File: config.mk
export PLATFORM = sky130hd
export DESIGN_NAME = dsa_front
export DESIGN_NICKNAME = d
export VERILOG_FILES = /design/src/sv/dsa_pkg.sv /design/src/sv/dsa_front.sv
export SDC_FILE = /design/constraint.sdc
export NUM_CORES = 1
export LEC_CHECK = 0
export ABC_AREA = 1
export CAP_MARGIN = 25
export CELL_PAD_IN_SITES_DETAIL_PLACEMENT = 1
export CELL_PAD_IN_SITES_GLOBAL_PLACEMENT = 1
export CORE_MARGIN = 2
export CORE_UTILIZATION = 43
export CTS_CLUSTER_SIZE = 12
export DETAILED_ROUTE_END_ITERATION = 16
export DONT_BUFFER_PORTS = 1
export PLACE_DENSITY_LB_ADDON = 0.25
export SLEW_MARGIN = 30
export SYNTH_ARGS = -nofsm -noshare
export SYNTH_HDL_FRONTEND = slang
export SYNTH_SLANG_ARGS = --single-unit
File: constraint.sdc
create_clock -name i_clk -period 4.7 [get_ports i_clk]
set_input_delay 0.47 -clock i_clk [delete_from_list [all_inputs] [get_ports i_clk]]
set_output_delay 0.47 -clock i_clk [all_outputs]
set_load 0.01 [all_outputs]
File: src/sv/dsa_pkg.sv
`timescale 1ns / 1ps
`default_nettype none
// ----------------------------------------------------------------------------
// dsa_pkg
// Types and constants shared by the descriptor slot allocator modules.
// ----------------------------------------------------------------------------
package dsa_pkg;

    localparam int TABLE_COUNT = 4;
    localparam int KIND_W      = 2;
    localparam int IDX_W       = 10;
    localparam int CAP_W       = 11;
    localparam int SLOT_W      = 11;
    localparam int STRIDE_W    = 9;
    localparam int OFFSET_W    = 19;
    localparam int CFG_IDX_W   = 3;
    localparam int CFG_DATA_W  = 11;
    localparam int QUEUE_DEPTH = 2;
    localparam int QPTR_W      = (QUEUE_DEPTH > 1) ? $clog2(QUEUE_DEPTH) : 1;
    localparam int QCNT_W      = $clog2(QUEUE_DEPTH + 1);

    localparam logic [STRIDE_W-1:0] MAX_STRIDE    = 9'd256;
    localparam logic [STRIDE_W-1:0] STRIDE_RESET  = 9'd32;

    localparam logic [1:0] OP_ALLOC   = 2'd0;
    localparam logic [1:0] OP_FREE    = 2'd1;
    localparam logic [1:0] OP_LOOKUP  = 2'd2;
    localparam logic [1:0] OP_REBUILD = 2'd3;

    localparam logic [KIND_W-1:0] KIND_TEXTURE = 2'd0;
    localparam logic [KIND_W-1:0] KIND_BUFFER  = 2'd1;
    localparam logic [KIND_W-1:0] KIND_TARGET  = 2'd2;
    localparam logic [KIND_W-1:0] KIND_DEPTH   = 2'd3;

    localparam logic [1:0] ST_OK      = 2'd0;
    localparam logic [1:0] ST_EMPTY   = 2'd1;
    localparam logic [1:0] ST_INVALID = 2'd2;
    localparam logic [1:0] ST_DROPPED = 2'd3;

    localparam logic [1:0] ACT_NONE   = 2'd0;
    localparam logic [1:0] ACT_PUSH   = 2'd1;
    localparam logic [1:0] ACT_POP    = 2'd2;
    localparam logic [1:0] ACT_DIRECT = 2'd3;

    localparam logic [CFG_IDX_W-1:0] REG_TEX_CAP    = 3'd0;
    localparam logic [CFG_IDX_W-1:0] REG_BUF_CAP    = 3'd1;
    localparam logic [CFG_IDX_W-1:0] REG_RT_CAP     = 3'd2;
    localparam logic [CFG_IDX_W-1:0] REG_DS_CAP     = 3'd3;
    localparam logic [CFG_IDX_W-1:0] REG_SHADER_SZ  = 3'd4;
    localparam logic [CFG_IDX_W-1:0] REG_TARGET_SZ  = 3'd5;
    localparam logic [CFG_IDX_W-1:0] REG_DEPTH_SZ   = 3'd6;

    typedef logic [CAP_W-1:0]    t_cap;
    typedef logic [STRIDE_W-1:0] t_stride;

    typedef struct packed {
        logic [1:0]        operation;
        logic [KIND_W-1:0] table_kind;
        logic [IDX_W-1:0]  slot_index;
        logic              id_valid;
    } t_req;

    typedef struct packed {
        logic [1:0]          status;
        logic [IDX_W-1:0]    granted_index;
        logic [SLOT_W-1:0]   heap_slot;
        logic [OFFSET_W-1:0] byte_offset;
        logic                shader_visible;
    } t_res;

    // value: stack address, fresh index or looked-up index; data: index to push
    typedef struct packed {
        logic [1:0]        act;
        logic [KIND_W-1:0] kind;
        logic [1:0]        status;
        logic [CAP_W-1:0]  value;
        logic [IDX_W-1:0]  data;
    } t_cmd;

endpackage
`default_nettype wire

File: src/sv/dsa_front.sv
`timescale 1ns / 1ps
`default_nettype none
// ----------------------------------------------------------------------------
// dsa_front
// Accepts items, keeps per-table list counters and emits back-end commands.
// ----------------------------------------------------------------------------
module dsa_front
    import dsa_pkg::*;
(
    input  wire                     i_clk,
    input  wire                     i_rst_n,
    input  wire                     i_req_valid,
    output logic                    o_req_ready,
    input  t_req                    i_req,
    input  t_cap [TABLE_COUNT-1:0]  i_caps,
    input  wire                     i_q_full,
    output logic                    o_q_push,
    output t_cmd                    o_q_cmd
);

    logic [CAP_W-1:0] r_freed_count [TABLE_COUNT];
    logic [CAP_W-1:0] r_next_fresh  [TABLE_COUNT];
    logic [CAP_W-1:0] n_fc;
    logic [CAP_W-1:0] n_nf;
    logic [CAP_W-1:0] cap;
    logic [CAP_W-1:0] fc;
    logic [CAP_W-1:0] nf;
    logic [CAP_W-1:0] fresh;
    logic [CAP_W-1:0] idx_ext;
    logic             accept;

    assign o_req_ready = !i_q_full;
    assign accept      = i_req_valid && o_req_ready;
    assign o_q_push    = accept;

    assign cap     = i_caps[i_req.table_kind];
    assign fc      = r_freed_count[i_req.table_kind];
    assign nf      = r_next_fresh[i_req.table_kind];
    assign fresh   = (nf < cap) ? nf : cap;
    assign idx_ext = CAP_W'(i_req.slot_index);

    always_comb begin
        o_q_cmd.act    = ACT_NONE;
        o_q_cmd.kind   = i_req.table_kind;
        o_q_cmd.status = ST_OK;
        o_q_cmd.value  = '0;
        o_q_cmd.data   = i_req.slot_index;
        n_fc           = fc;
        n_nf           = nf;
        case (i_req.operation)
            OP_ALLOC: begin
                if (fc != '0) begin
                    o_q_cmd.act   = ACT_POP;
                    o_q_cmd.value = fc - 1'b1;
                    n_fc          = fc - 1'b1;
                end else if (nf < cap) begin
                    o_q_cmd.act   = ACT_DIRECT;
                    o_q_cmd.value = nf;
                    n_nf          = nf + 1'b1;
                end else begin
                    o_q_cmd.status = ST_EMPTY;
                end
            end
            OP_FREE: begin
                o_q_cmd.value = idx_ext;
                if (!i_req.id_valid) begin
                    o_q_cmd.status = ST_INVALID;
                end else if (idx_ext >= cap || fc >= fresh) begin
                    o_q_cmd.status = ST_DROPPED;
                end else begin
                    o_q_cmd.act   = ACT_PUSH;
                    o_q_cmd.value = fc;
                    n_fc          = fc + 1'b1;
                end
            end
            OP_LOOKUP: begin
                o_q_cmd.act   = ACT_DIRECT;
                o_q_cmd.value = idx_ext;
                if (idx_ext >= cap) begin
                    o_q_cmd.status = ST_INVALID;
                end
            end
            default: begin
                o_q_cmd.act = ACT_NONE;
            end
        endcase
    end

    always_ff @(posedge i_clk) begin
        if (!i_rst_n) begin
            for (int t = 0; t < TABLE_COUNT; t++) begin
                r_freed_count[t] <= '0;
                r_next_fresh[t]  <= '0;
            end
        end else if (accept) begin
            if (i_req.operation == OP_REBUILD) begin
                for (int t = 0; t < TABLE_COUNT; t++) begin
                    r_freed_count[t] <= '0;
                    r_next_fresh[t]  <= '0;
                end
            end else begin
                r_freed_count[i_req.table_kind] <= n_fc;
                r_next_fresh[i_req.table_kind]  <= n_nf;
            end
        end
    end

endmodule
`default_nettype wire

==> results by group <==
Outcome
  – Status: finished, final reports clean

Timing
  – Fin crit share: 0.959
  – Setup Viol. Count Final: 0
  – Pins Over Slew Limit: 0
  – Max Clock Skew: 0.00851 ns
  – Final worst slack: roughly 0.19 ns
  – Worst-Margin Slew: between 0.9 and 1 ns
  – Period minus WS final: 4.51 ns
  – Setup TNS: 0 ns
  – Final hold vios: 0
  – Top achievable clock speed: 222 MHz
  – WHS: ~0.56 ns
  – Slew margin rel.: 0.391

Setup path
  – Reg2Reg Depth: 23
  – CP Launch Point: i_req[12]
  – Startpoint types: primary input
  – Worst path bufs/invs: 7
  – Critical Path Fanout Max: 29
  – Family with the most delay on the worst path: simple AND/OR/NAND/NOR gates
  – Reg-to-Reg Start: r_next_fresh[0][9]
  – Slowest stage cell on the critical path: a221oi_2
  – Levels on crit path: 26
  – Crit Path Class: primary input to primary output
  – Crit path DAT: 4.04 ns
  – CP required: 4.23 ns
  – Crit-path max cell delay: between 0.3 and 0.4 ns
  – FF-to-FF setup slack: 0.40 ns
  – Crit Reg-Reg Endpoint: r_freed_count[2][1]
  – Nature of the critical path endpoint: primary output
  – Worst Setup EP: o_q_cmd[16]

Routing
  – Drt first pass iters: 5
  – Via density: 5.79
  – Routed wl met2: between 10 and 15 mm
  – Routed len/inst: 22.7 um
  – Post-route ant nets: 0
  – Final wirelength: around 25 mm
  – Vias: 6426
  – WL met1: 10.5 mm
  – DRC violations left: 0
  – Met3 wire length: 1.58 mm
  – Top Metal Used: met4
  – Detailed router's first-iteration violation count: 455

Pwr
  – Peak VDD IR: 0.000199 V
  – Static Leak: roughly 0.0034 uW
  – Power density over the cells: 314 nW/um^2

Synthesis
  – Synth Area in Compound Gates: 0.119
  – Mux contribution to synthesized area: 0
  – Post-synthesis adder-cell area fraction: 0.0649
  – Post-synth EDFFs: 88
  – Synth area leader: edfxtp_1
  – Prevailing post-synth register cell: edfxtp_1
  – Post-synthesis sequential area ratio: 0.392
  – Post-synth ARST share: 0
  – Synth Area in XOR/XNOR: 0.00260
  – Distinct cells, synth: 44
  – Cell count after synthesis: 876
  – Synth warnings: 0
  – Leading post-synthesis cells by cell area: edfxtp_1, nand2_1, ha_1, nand3_1, nor2_1
  – Syn_nets: 974
  – Avg Inst Size Synth: 7.70 um^2
  – Synth top area share: 0.392
  – Simple-gate share of the synthesized area: 0.325
  – Largest family of logic cells by synthesized area: simple AND/OR/NAND/NOR gates
  – Post-Syn Area: slightly below 7000 um^2
  – Yosys reg bits: 88

GRT
  – Final global-route overflow total: 0
  – First-pass GRT wire length: between 30 and 40 mm
  – Tot GR Track Use: 0.303
  – Number of antenna violations at the first check in global routing: 0
  – Vias in the first global route: 6566
  – Largest net degree at the start of global routing: 33

Cells and area
  – Layout fillers: between 1.5k and 2k
  – Diodes inserted: 0
  – Fin nets: 993
  – P&R area growth vs syn: 12.3%
  – Final Util: 0.497
  – Ratio of cells with drive above 1 in the final layout: 0.156

Place
  – Port-buffer cells: 0
  – Placer Congestion: 0.934
  – Post-DP HPWL: between 15 and 20 mm
  – Pre-CTS WS: -0.184 ns

CTS
  – Max H-tree Level: 3
  – CTS max path bufs: 2
  – Clock Tree Root: clkbuf_16
  – Sink Count: 88
  – Num CTS Buffers: 9
  – Clk Latency, worst-skew pair: 0.34 ns
  – Clk slew on worst S/H paths: 0.06 ns
  – TritonCTS clock tree: done

Worst hold path
  – Worst Hold Class: primary input to register

Floorplan
  – I/O pin cnt: 92
  – Core Area: 15300 um^2
  – Die span in y: 129 um
  – Die ar.: roughly 17000 um^2
  – Starting density of the core: 0.442
  – Row count: 45
  – Die Width: 129 um

Run
  – Max-Cap Viols: 0
## cells in the mapped netlist (2+ instances only)
library cell,n
and2_1,4
nor3_1,3
a22oi_1,5
xor2_1,2
o21bai_1,6
a21oi_1,62
nand3_1,78
inv_2,15
nor2_8,2
a221oi_1,10
clkbuf_1,13
buf_2,4
nand2_1,246
o21ai_1,9
a31oi_1,2
nand3_2,7
o21ai_0,13
nand4_2,2
nand4_1,13
buf_6,9
nor2_1,95
o22ai_1,2
o211ai_1,8
buf_4,15
ha_1,35
inv_1,82
a22o_1,9
o2111ai_1,2
edfxtp_1,88
nor2_2,6
nand2_2,5
nor2_4,12
## worst min-delay path by stage
stage / startpoint / end / slack, ns / cells past startpoint
3_3_place_gp: r_next_fresh[3][10] / r_next_fresh[2][10] / 0.80 / 3
4_1_cts: i_req[14] / r_freed_count[0][6] / 0.54 / 3
5_1_grt: i_req[14] / r_freed_count[1][1] / 0.57 / 2
3_5_place_dp: r_next_fresh[3][10] / r_next_fresh[0][10] / 0.83 / 3
6_report: i_req[14] / r_freed_count[3][1] / 0.56 / 2
2_1_floorplan: r_next_fresh[3][10] / r_next_fresh[0][10] / 0.75 / 3
## registers in the layout, summed over array words and instances (netlist names)
register / cells
r_freed_count: 44
r_next_fresh: 44
## per-stage QoR
step	instance area, um^2	power [uW]	cells
3_5_place_dp	7100	1580	1090
3_3_place_gp	7100	1560	1090
6_report	7580	2380	1110
2_1_floorplan	6760	1370	876
5_1_grt	7580	2470	1110
4_1_cts	7410	2330	1105
## cells in the final DEF (no fill, tap or decap), types with 8 or more instances in the layout
cell	netlist	routed
nor2_4	12	13
ha_1	35	35
inv_2	15	14
inv_1	82	81
a21oi_1	62	60
o211ai_1	8	8
a22o_1	9	9
nor2_2	6	10
nor2_1	95	90
nand4_1	13	13
nand2_1	246	239
o21ai_1	9	9
nand3_1	78	76
nand2_2	5	8
edfxtp_1	88	88
o21ai_0	13	13
clkbuf_16	0	9
buf_4	15	46
nand3_2	7	9
## cells by family (layout without fill, tap and decap cells)
| group | count (synthesis) | count (layout) |
|---|---|---|
| flops | 88 | 88 |
| buf+inv | 140 | 162 |
| xor+xnor | 2 | 2 |
| fa+ha+maj | 35 | 35 |
| simple gates | 479 | 480 |
| compound gates | 132 | 132 |
## final cells by class
type	instances	area (um^2)	share of cell area
Clock inverter	3	67.6	0.00892
Clock buffer	12	236	0.0312
Timing Repair Buffer	49	397	0.0523
Multi-Input combinational cell	649	3600	0.475
Inverter	98	373	0.0492
Sequential cell	88	2640	0.349
Tap cell	211	264	0.0348
## power breakdown
| group | switching, uW | internal (uW) | total, uW |
|---|---|---|---|
| sequential | 12.0 | 902 | 914 |
| combinational | 473 | 229 | 701 |
| clock | 297 | 464 | 760 |
| total | 781 | 1590 | 2380 |
## routing by layer
metal,global-route usage,vias to the layer above
met5,0,-
met4,0.0748,0
met3,0.0479,38
met2,0.541,218
met1,0.385,3178
li1,-,2992
## repair_timing
item	CTS	global route
buffers inserted	0	4
pin swaps	0	7
gates cloned	0	1
hold buffers	0	0
resized for setup	3	31
setup endpoints to repair	11	14
Power figures use the tool's default switching activity.
