--- config.mk ---
export PLATFORM = sky130hd
export DESIGN_NAME = dsa_queue
export DESIGN_NICKNAME = d
export VERILOG_FILES = /design/src/sv/dsa_pkg.sv /design/src/sv/dsa_queue.sv
export SDC_FILE = /design/constraint.sdc
export NUM_CORES = 1
export LEC_CHECK = 0
export ABC_AREA = 1
export BUFFER_PORTS_ARGS = -buffer_cell sky130_fd_sc_hd__buf_2
export CAP_MARGIN = 20
export CORE_MARGIN = 3
export CORE_UTILIZATION = 52
export CTS_CLUSTER_SIZE = 25
export DETAILED_ROUTE_END_ITERATION = 10
export GPL_TIMING_DRIVEN = 0
export HOLD_SLACK_MARGIN = 0.08
export MAX_ROUTING_LAYER = met4
export PLACE_DENSITY = 0.82
export REMOVE_ABC_BUFFERS = 1
export SLEW_MARGIN = 20
export SYNTH_ARGS = -nofsm -noshare
export SYNTH_HDL_FRONTEND = slang
export SYNTH_SLANG_ARGS = --single-unit
--- constraint.sdc ---
create_clock -name i_clk -period 2.6 [get_ports i_clk]
set_input_delay 0.52 -clock i_clk [delete_from_list [all_inputs] [get_ports i_clk]]
set_output_delay 0.52 -clock i_clk [all_outputs]
set_load 0.05 [all_outputs]
--- src/sv/dsa_pkg.sv ---
`timescale 1ns / 1ps
`default_nettype none
// ----------------------------------------------------------------------------
// dsa_pkg
// Types and constants shared by the descriptor slot allocator modules.
// ----------------------------------------------------------------------------
package dsa_pkg;

    localparam int TABLE_COUNT = 4;
    localparam int KIND_W      = 2;
    localparam int IDX_W       = 10;
    localparam int CAP_W       = 11;
    localparam int SLOT_W      = 11;
    localparam int STRIDE_W    = 9;
    localparam int OFFSET_W    = 19;
    localparam int CFG_IDX_W   = 3;
    localparam int CFG_DATA_W  = 11;
    localparam int QUEUE_DEPTH = 2;
    localparam int QPTR_W      = (QUEUE_DEPTH > 1) ? $clog2(QUEUE_DEPTH) : 1;
    localparam int QCNT_W      = $clog2(QUEUE_DEPTH + 1);

    localparam logic [STRIDE_W-1:0] MAX_STRIDE    = 9'd256;
    localparam logic [STRIDE_W-1:0] STRIDE_RESET  = 9'd32;

    localparam logic [1:0] OP_ALLOC   = 2'd0;
    localparam logic [1:0] OP_FREE    = 2'd1;
    localparam logic [1:0] OP_LOOKUP  = 2'd2;
    localparam logic [1:0] OP_REBUILD = 2'd3;

    localparam logic [KIND_W-1:0] KIND_TEXTURE = 2'd0;
    localparam logic [KIND_W-1:0] KIND_BUFFER  = 2'd1;
    localparam logic [KIND_W-1:0] KIND_TARGET  = 2'd2;
    localparam logic [KIND_W-1:0] KIND_DEPTH   = 2'd3;

    localparam logic [1:0] ST_OK      = 2'd0;
    localparam logic [1:0] ST_EMPTY   = 2'd1;
    localparam logic [1:0] ST_INVALID = 2'd2;
    localparam logic [1:0] ST_DROPPED = 2'd3;

    localparam logic [1:0] ACT_NONE   = 2'd0;
    localparam logic [1:0] ACT_PUSH   = 2'd1;
    localparam logic [1:0] ACT_POP    = 2'd2;
    localparam logic [1:0] ACT_DIRECT = 2'd3;

    localparam logic [CFG_IDX_W-1:0] REG_TEX_CAP    = 3'd0;
    localparam logic [CFG_IDX_W-1:0] REG_BUF_CAP    = 3'd1;
    localparam logic [CFG_IDX_W-1:0] REG_RT_CAP     = 3'd2;
    localparam logic [CFG_IDX_W-1:0] REG_DS_CAP     = 3'd3;
    localparam logic [CFG_IDX_W-1:0] REG_SHADER_SZ  = 3'd4;
    localparam logic [CFG_IDX_W-1:0] REG_TARGET_SZ  = 3'd5;
    localparam logic [CFG_IDX_W-1:0] REG_DEPTH_SZ   = 3'd6;

    typedef logic [CAP_W-1:0]    t_cap;
    typedef logic [STRIDE_W-1:0] t_stride;

    typedef struct packed {
        logic [1:0]        operation;
        logic [KIND_W-1:0] table_kind;
        logic [IDX_W-1:0]  slot_index;
        logic              id_valid;
    } t_req;

    typedef struct packed {
        logic [1:0]          status;
        logic [IDX_W-1:0]    granted_index;
        logic [SLOT_W-1:0]   heap_slot;
        logic [OFFSET_W-1:0] byte_offset;
        logic                shader_visible;
    } t_res;

    // value: stack address, fresh index or looked-up index; data: index to push
    typedef struct packed {
        logic [1:0]        act;
        logic [KIND_W-1:0] kind;
        logic [1:0]        status;
        logic [CAP_W-1:0]  value;
        logic [IDX_W-1:0]  data;
    } t_cmd;

endpackage
`default_nettype wire

--- src/sv/dsa_queue.sv ---
`timescale 1ns / 1ps
`default_nettype none
// ----------------------------------------------------------------------------
// dsa_queue
// Short command FIFO between the front and back parts.
// ----------------------------------------------------------------------------
module dsa_queue
    import dsa_pkg::*;
(
    input  wire   i_clk,
    input  wire   i_rst_n,
    input  wire   i_push,
    input  t_cmd  i_cmd,
    input  wire   i_pop,
    output logic  o_empty,
    output logic  o_full,
    output t_cmd  o_head
);

    t_cmd              r_slots [QUEUE_DEPTH];
    logic [QPTR_W-1:0] r_wr_ptr;
    logic [QPTR_W-1:0] r_rd_ptr;
    logic [QCNT_W-1:0] r_count;
    logic              do_push;
    logic              do_pop;

    assign o_empty = (r_count == '0);
    assign o_full  = (r_count == QCNT_W'(QUEUE_DEPTH));
    assign o_head  = r_slots[r_rd_ptr];
    assign do_push = i_push && !o_full;
    assign do_pop  = i_pop && !o_empty;

    function automatic logic [QPTR_W-1:0] ptr_inc(input logic [QPTR_W-1:0] p);
        ptr_inc = (p == QPTR_W'(QUEUE_DEPTH - 1)) ? '0 : p + 1'b1;
    endfunction

    always_ff @(posedge i_clk) begin
        if (do_push) begin
            r_slots[r_wr_ptr] <= i_cmd;
        end
    end

    always_ff @(posedge i_clk) begin
        if (!i_rst_n) begin
            r_wr_ptr <= '0;
            r_rd_ptr <= '0;
            r_count  <= '0;
        end else begin
            if (do_push) begin
                r_wr_ptr <= ptr_inc(r_wr_ptr);
            end
            if (do_pop) begin
                r_rd_ptr <= ptr_inc(r_rd_ptr);
            end
            if (do_push && !do_pop) begin
                r_count <= r_count + 1'b1;
            end else if (do_pop && !do_push) begin
                r_count <= r_count - 1'b1;
            end
        end
    end

endmodule
`default_nettype wire

==> metrics.txt <==
# TYPE chip_impl_metric gauge
chip_impl_metric{name="drv_slew",unit=""} 0
chip_impl_info{name="crit_path_top_delay_cell",value="dfxtp_2"} 1
chip_impl_metric{name="synth_xor_area_share",unit="%"} 0
chip_impl_info{name="chain_of_cells_forming_the_critical_path",value="buf_16 -> mux2_2 -> buf_2"} 1
chip_impl_metric{name="place_inst",unit=""} 229
chip_impl_metric{name="route.detailed.wl_per_inst",unit="um"} 15.8
chip_impl_metric{name="crit_required",unit="ns"} 2.08
chip_impl_metric{name="drt-vias-per-instance",unit=""} 5.06
chip_impl_info{name="top_post_synthesis_cells_by_area",value="edfxtp_1, mux2_4, dfxtp_1"} 1
chip_impl_metric{name="synthCells",unit=""} 122
chip_impl_metric{name="clk-insertion-delay-late",unit="ns"} 0.33
chip_impl_metric{name="pwr_density_cell",unit="mW/mm2"} 1170
chip_impl_metric{name="grt_remaining_overflow",unit=""} 0
chip_impl_metric{name="postSynthAreaPerCell",unit="um2"} 18.8
chip_impl_info{name="rsz0062_at_grt",value="no"} 1
chip_impl_metric{name="synth_seq_area_share",unit="%"} 74.9
chip_impl_metric{name="worst-slew-pin-transition",unit="ns"} 0.796
chip_impl_metric{name="final_cells",unit=""} 245
chip_impl_info{name="worst-setup-path-type",value="reg2out"} 1
chip_impl_metric{name="tritoncts.num_buffers",unit=""} 9
chip_impl_metric{name="wl",unit="um"} 3880
chip_impl_metric{name="design.core.area",unit="mm2"} 0.00414
chip_impl_metric{name="slew_headroom",unit="%"} 46.8
chip_impl_info{name="worstReg2RegStart",value="r_count[1]$_SDFFE_PN0P_"} 1
chip_impl_metric{name="nNetsFinal",unit=""} 222
chip_impl_metric{name="yosys.area_share.adder",unit="%"} 0.545
chip_impl_info{name="critical_path.endpoint_type",value="primary output"} 1
chip_impl_metric{name="grt_pass1_vias",unit=""} 1316
chip_impl_metric{name="diodes",unit=""} 0
chip_impl_metric{name="skew",unit="ns"} 0.00772
chip_impl_metric{name="worst_path_largest_cell_delay",unit="ns"} 0.58
chip_impl_metric{name="synth_compound_gate_area_share",unit="%"} 1.03
chip_impl_metric{name="portBuffers",unit=""} 59
chip_impl_metric{name="firstDrtPassIters",unit=""} 4
chip_impl_metric{name="ioPinCount",unit=""} 60
chip_impl_metric{name="initial_utilization",unit="%"} 55.4
chip_impl_metric{name="ys.warnings.count",unit=""} 0
chip_impl_metric{name="flow.area_growth_from_synthesis",unit="%"} 25.8
chip_impl_info{name="dominant_combinational_cell_family_by_area_after_synthesis",value="multiplexers"} 1
chip_impl_metric{name="fin_worst_hold_slack",unit="ns"} 0.379
chip_impl_metric{name="max-vdd-ir-drop",unit="V"} 0.000768
chip_impl_metric{name="die-area",unit="mm2"} 0.00525
chip_impl_metric{name="finalHoldViolCount",unit=""} 0
chip_impl_metric{name="ff_latch_area",unit="mm2"} 0.00172
chip_impl_metric{name="yosys.area.top_type_share",unit="%"} 70.6
chip_impl_metric{name="chipWidth",unit="um"} 72.5
chip_impl_metric{name="layout.core_utilization",unit="%"} 69.7
chip_impl_metric{name="dpl_cell_area",unit="mm2"} 0.00265
chip_impl_metric{name="grt_pass1_wl",unit="um"} 6200
chip_impl_metric{name="antenna_left",unit=""} 0
chip_impl_metric{name="multi_input_area",unit="um2"} 505
chip_impl_metric{name="fmax",unit="GHz"} 0.452
chip_impl_info{name="cts_tree",value="done"} 1
chip_impl_metric{name="place_hpwl",unit="um"} 2630
chip_impl_metric{name="drc",unit=""} 0
chip_impl_metric{name="cts.repair_timing.setup_buffer_count",unit=""} 0
chip_impl_metric{name="die-height",unit="um"} 72.5
chip_impl_metric{name="post_cts.resized_instances",unit=""} 0
chip_impl_metric{name="drtIter0Drc",unit=""} 89
chip_impl_info{name="path_delay_family",value="flip-flops"} 1
chip_impl_metric{name="cp.buffers_inverters",unit=""} 2
chip_impl_metric{name="fin_setup_tns",unit="ns"} 0
chip_impl_metric{name="cts.htree.levels",unit=""} 3
chip_impl_metric{name="clk_slew_on_worst_s_h_paths",unit="ns"} 0.06
chip_impl_info{name="cp-start-kind",value="register"} 1
chip_impl_metric{name="place_congestion",unit=""} 0.692
chip_impl_info{name="hold_class",value="in2reg"} 1
chip_impl_metric{name="post_cts_hold_buffer_count",unit=""} 0
chip_impl_metric{name="synth.area.mux_share",unit="%"} 16.5
chip_impl_metric{name="globalRouteTotalUtil",unit="%"} 17.2
chip_impl_metric{name="synth_seq_cells",unit=""} 59
chip_impl_info{name="outcome",value="finished clean"} 1
chip_impl_info{name="min_from",value="i_cmd[25]"} 1
chip_impl_metric{name="ys_types",unit=""} 15
chip_impl_metric{name="n_fill_cell",unit=""} 279
chip_impl_metric{name="total_of_max_cap_violations",unit=""} 0
chip_impl_metric{name="report.final.setup_viol",unit=""} 0
chip_impl_metric{name="rows",unit=""} 23
chip_impl_metric{name="period_minus_slack",unit="ns"} 2.21
chip_impl_metric{name="worstPathArrival",unit="ns"} 1.69
chip_impl_metric{name="post_route_cells_drive_above_1_share",unit="%"} 54.4
chip_impl_info{name="synth_area_leader_cell",value="edfxtp_1"} 1
chip_impl_metric{name="static-leakage-power",unit="nW"} 1.16
chip_impl_metric{name="synthSimpleGateAreaFrac",unit="%"} 3.27
chip_impl_metric{name="finish.instance_area",unit="mm2"} 0.00289
chip_impl_metric{name="clockBufferDepth",unit=""} 2
chip_impl_metric{name="route.vias.total",unit=""} 1240
chip_impl_metric{name="post-route-period-util",unit="%"} 85.1
chip_impl_metric{name="synth.cell_area",unit="mm2"} 0.00230
chip_impl_info{name="ctsRootBufferMaster",value="clkbuf_8"} 1
chip_impl_metric{name="largest_net_degree_at_the_start_of_global_routing",unit=""} 28
chip_impl_metric{name="clkSinkCount",unit=""} 59
chip_impl_metric{name="timing.critical_path.fanout_max",unit=""} 16
chip_impl_metric{name="number_of_antenna_violations_at_the_first_check_in_global_routing",unit=""} 0
logic make-up after synthesis:
group | after synthesis
AND/OR/NAND/NOR | 19
flip-flops | 59
adder cells (fa/ha/maj) | 1
buffers and inverters | 12
AO/OA/AOI/OAI | 4
multiplexers | 27
stage by stage:
| step | setup slack (ns) | power [W] |
|---|---|---|
| detailed placement | 0.707 | 0.00243 |
| floorplan | 0.419 | 0.00216 |
| global route | 0.288 | 0.00354 |
| finish | 0.386 | 0.00338 |
| CTS | 0.347 | 0.00342 |
| global placement | -0.115 | 0.00235 |
report_power, final:
| part | internal [W] | leakage [nW] | switching [W] |
|---|---|---|---|
| combinational | 0.000347 | 0.506 | 0.000767 |
| clock | 0.000638 | 0.113 | 0.000348 |
| sequential | 0.00121 | 0.545 | 0.0000787 |
| total | 0.00219 | 1.16 | 0.00119 |
cell type report:
class                           instances  area share (%)
Inverter                                9            1.17
Sequential cell                        59            59.6
Tap cell                               50            2.17
Multi-Input combinational cell         51            17.5
Clock buffer                           10            4.42
Clock inverter                          6            3.94
Timing Repair Buffer                   60            11.2
path summary, 6_finish.rpt:
check | to | slack (ns) | depth (start not counted)
max reg2reg | r_count[1]$_SDFFE_PN0P_ | 0.91 | 9
min | r_slots[1][25]$_DFFE_PP_ | 0.38 | 1
max | o_head[11] | 0.39 | 3
min reg2reg | r_rd_ptr$_SDFFE_PN0P_ | 0.52 | 2
synthesized netlist by cell type:
cell type,n
nand2_1,6
edfxtp_1,54
nand3_1,1
nand4_1,1
o21ai_0,2
a21oi_1,1
o21ai_2,1
nor2_1,11
buf_6,1
inv_1,9
ha_1,1
dfxtp_1,5
mux2_4,20
mux2_2,7
buf_12,2
flip-flops by register name, indices dropped and copies added, names as in the netlist, named ones only:
name	cells
r_wr_ptr	1
r_slots	54
r_rd_ptr	1
r_count	2
placed cells by master (no fill, tap or decap), drive strengths merged:
| cell type | synthesis | routed |
|---|---|---|
| a21oi | 1 | 1 |
| mux2 | 27 | 27 |
| clkinvlp | 0 | 2 |
| nand4 | 1 | 1 |
| buf | 3 | 60 |
| o21ai | 3 | 3 |
| nand2 | 6 | 6 |
| edfxtp | 54 | 54 |
| nor2 | 11 | 11 |
| clkinv | 0 | 1 |
| bufinv | 0 | 3 |
| dfxtp | 5 | 5 |
| ha | 1 | 1 |
| clkbuf | 0 | 10 |
| nand3 | 1 | 1 |
| inv | 9 | 9 |
per-layer routing:
metal	vias up	track usage [%]	wire length, um
met5	-	-	0
met4	0	8.20	81
met3	9	6.93	283
met2	51	28.7	2050
met1	594	17.6	1470
li1	586	-	-
Power figures use the tool's default switching activity.
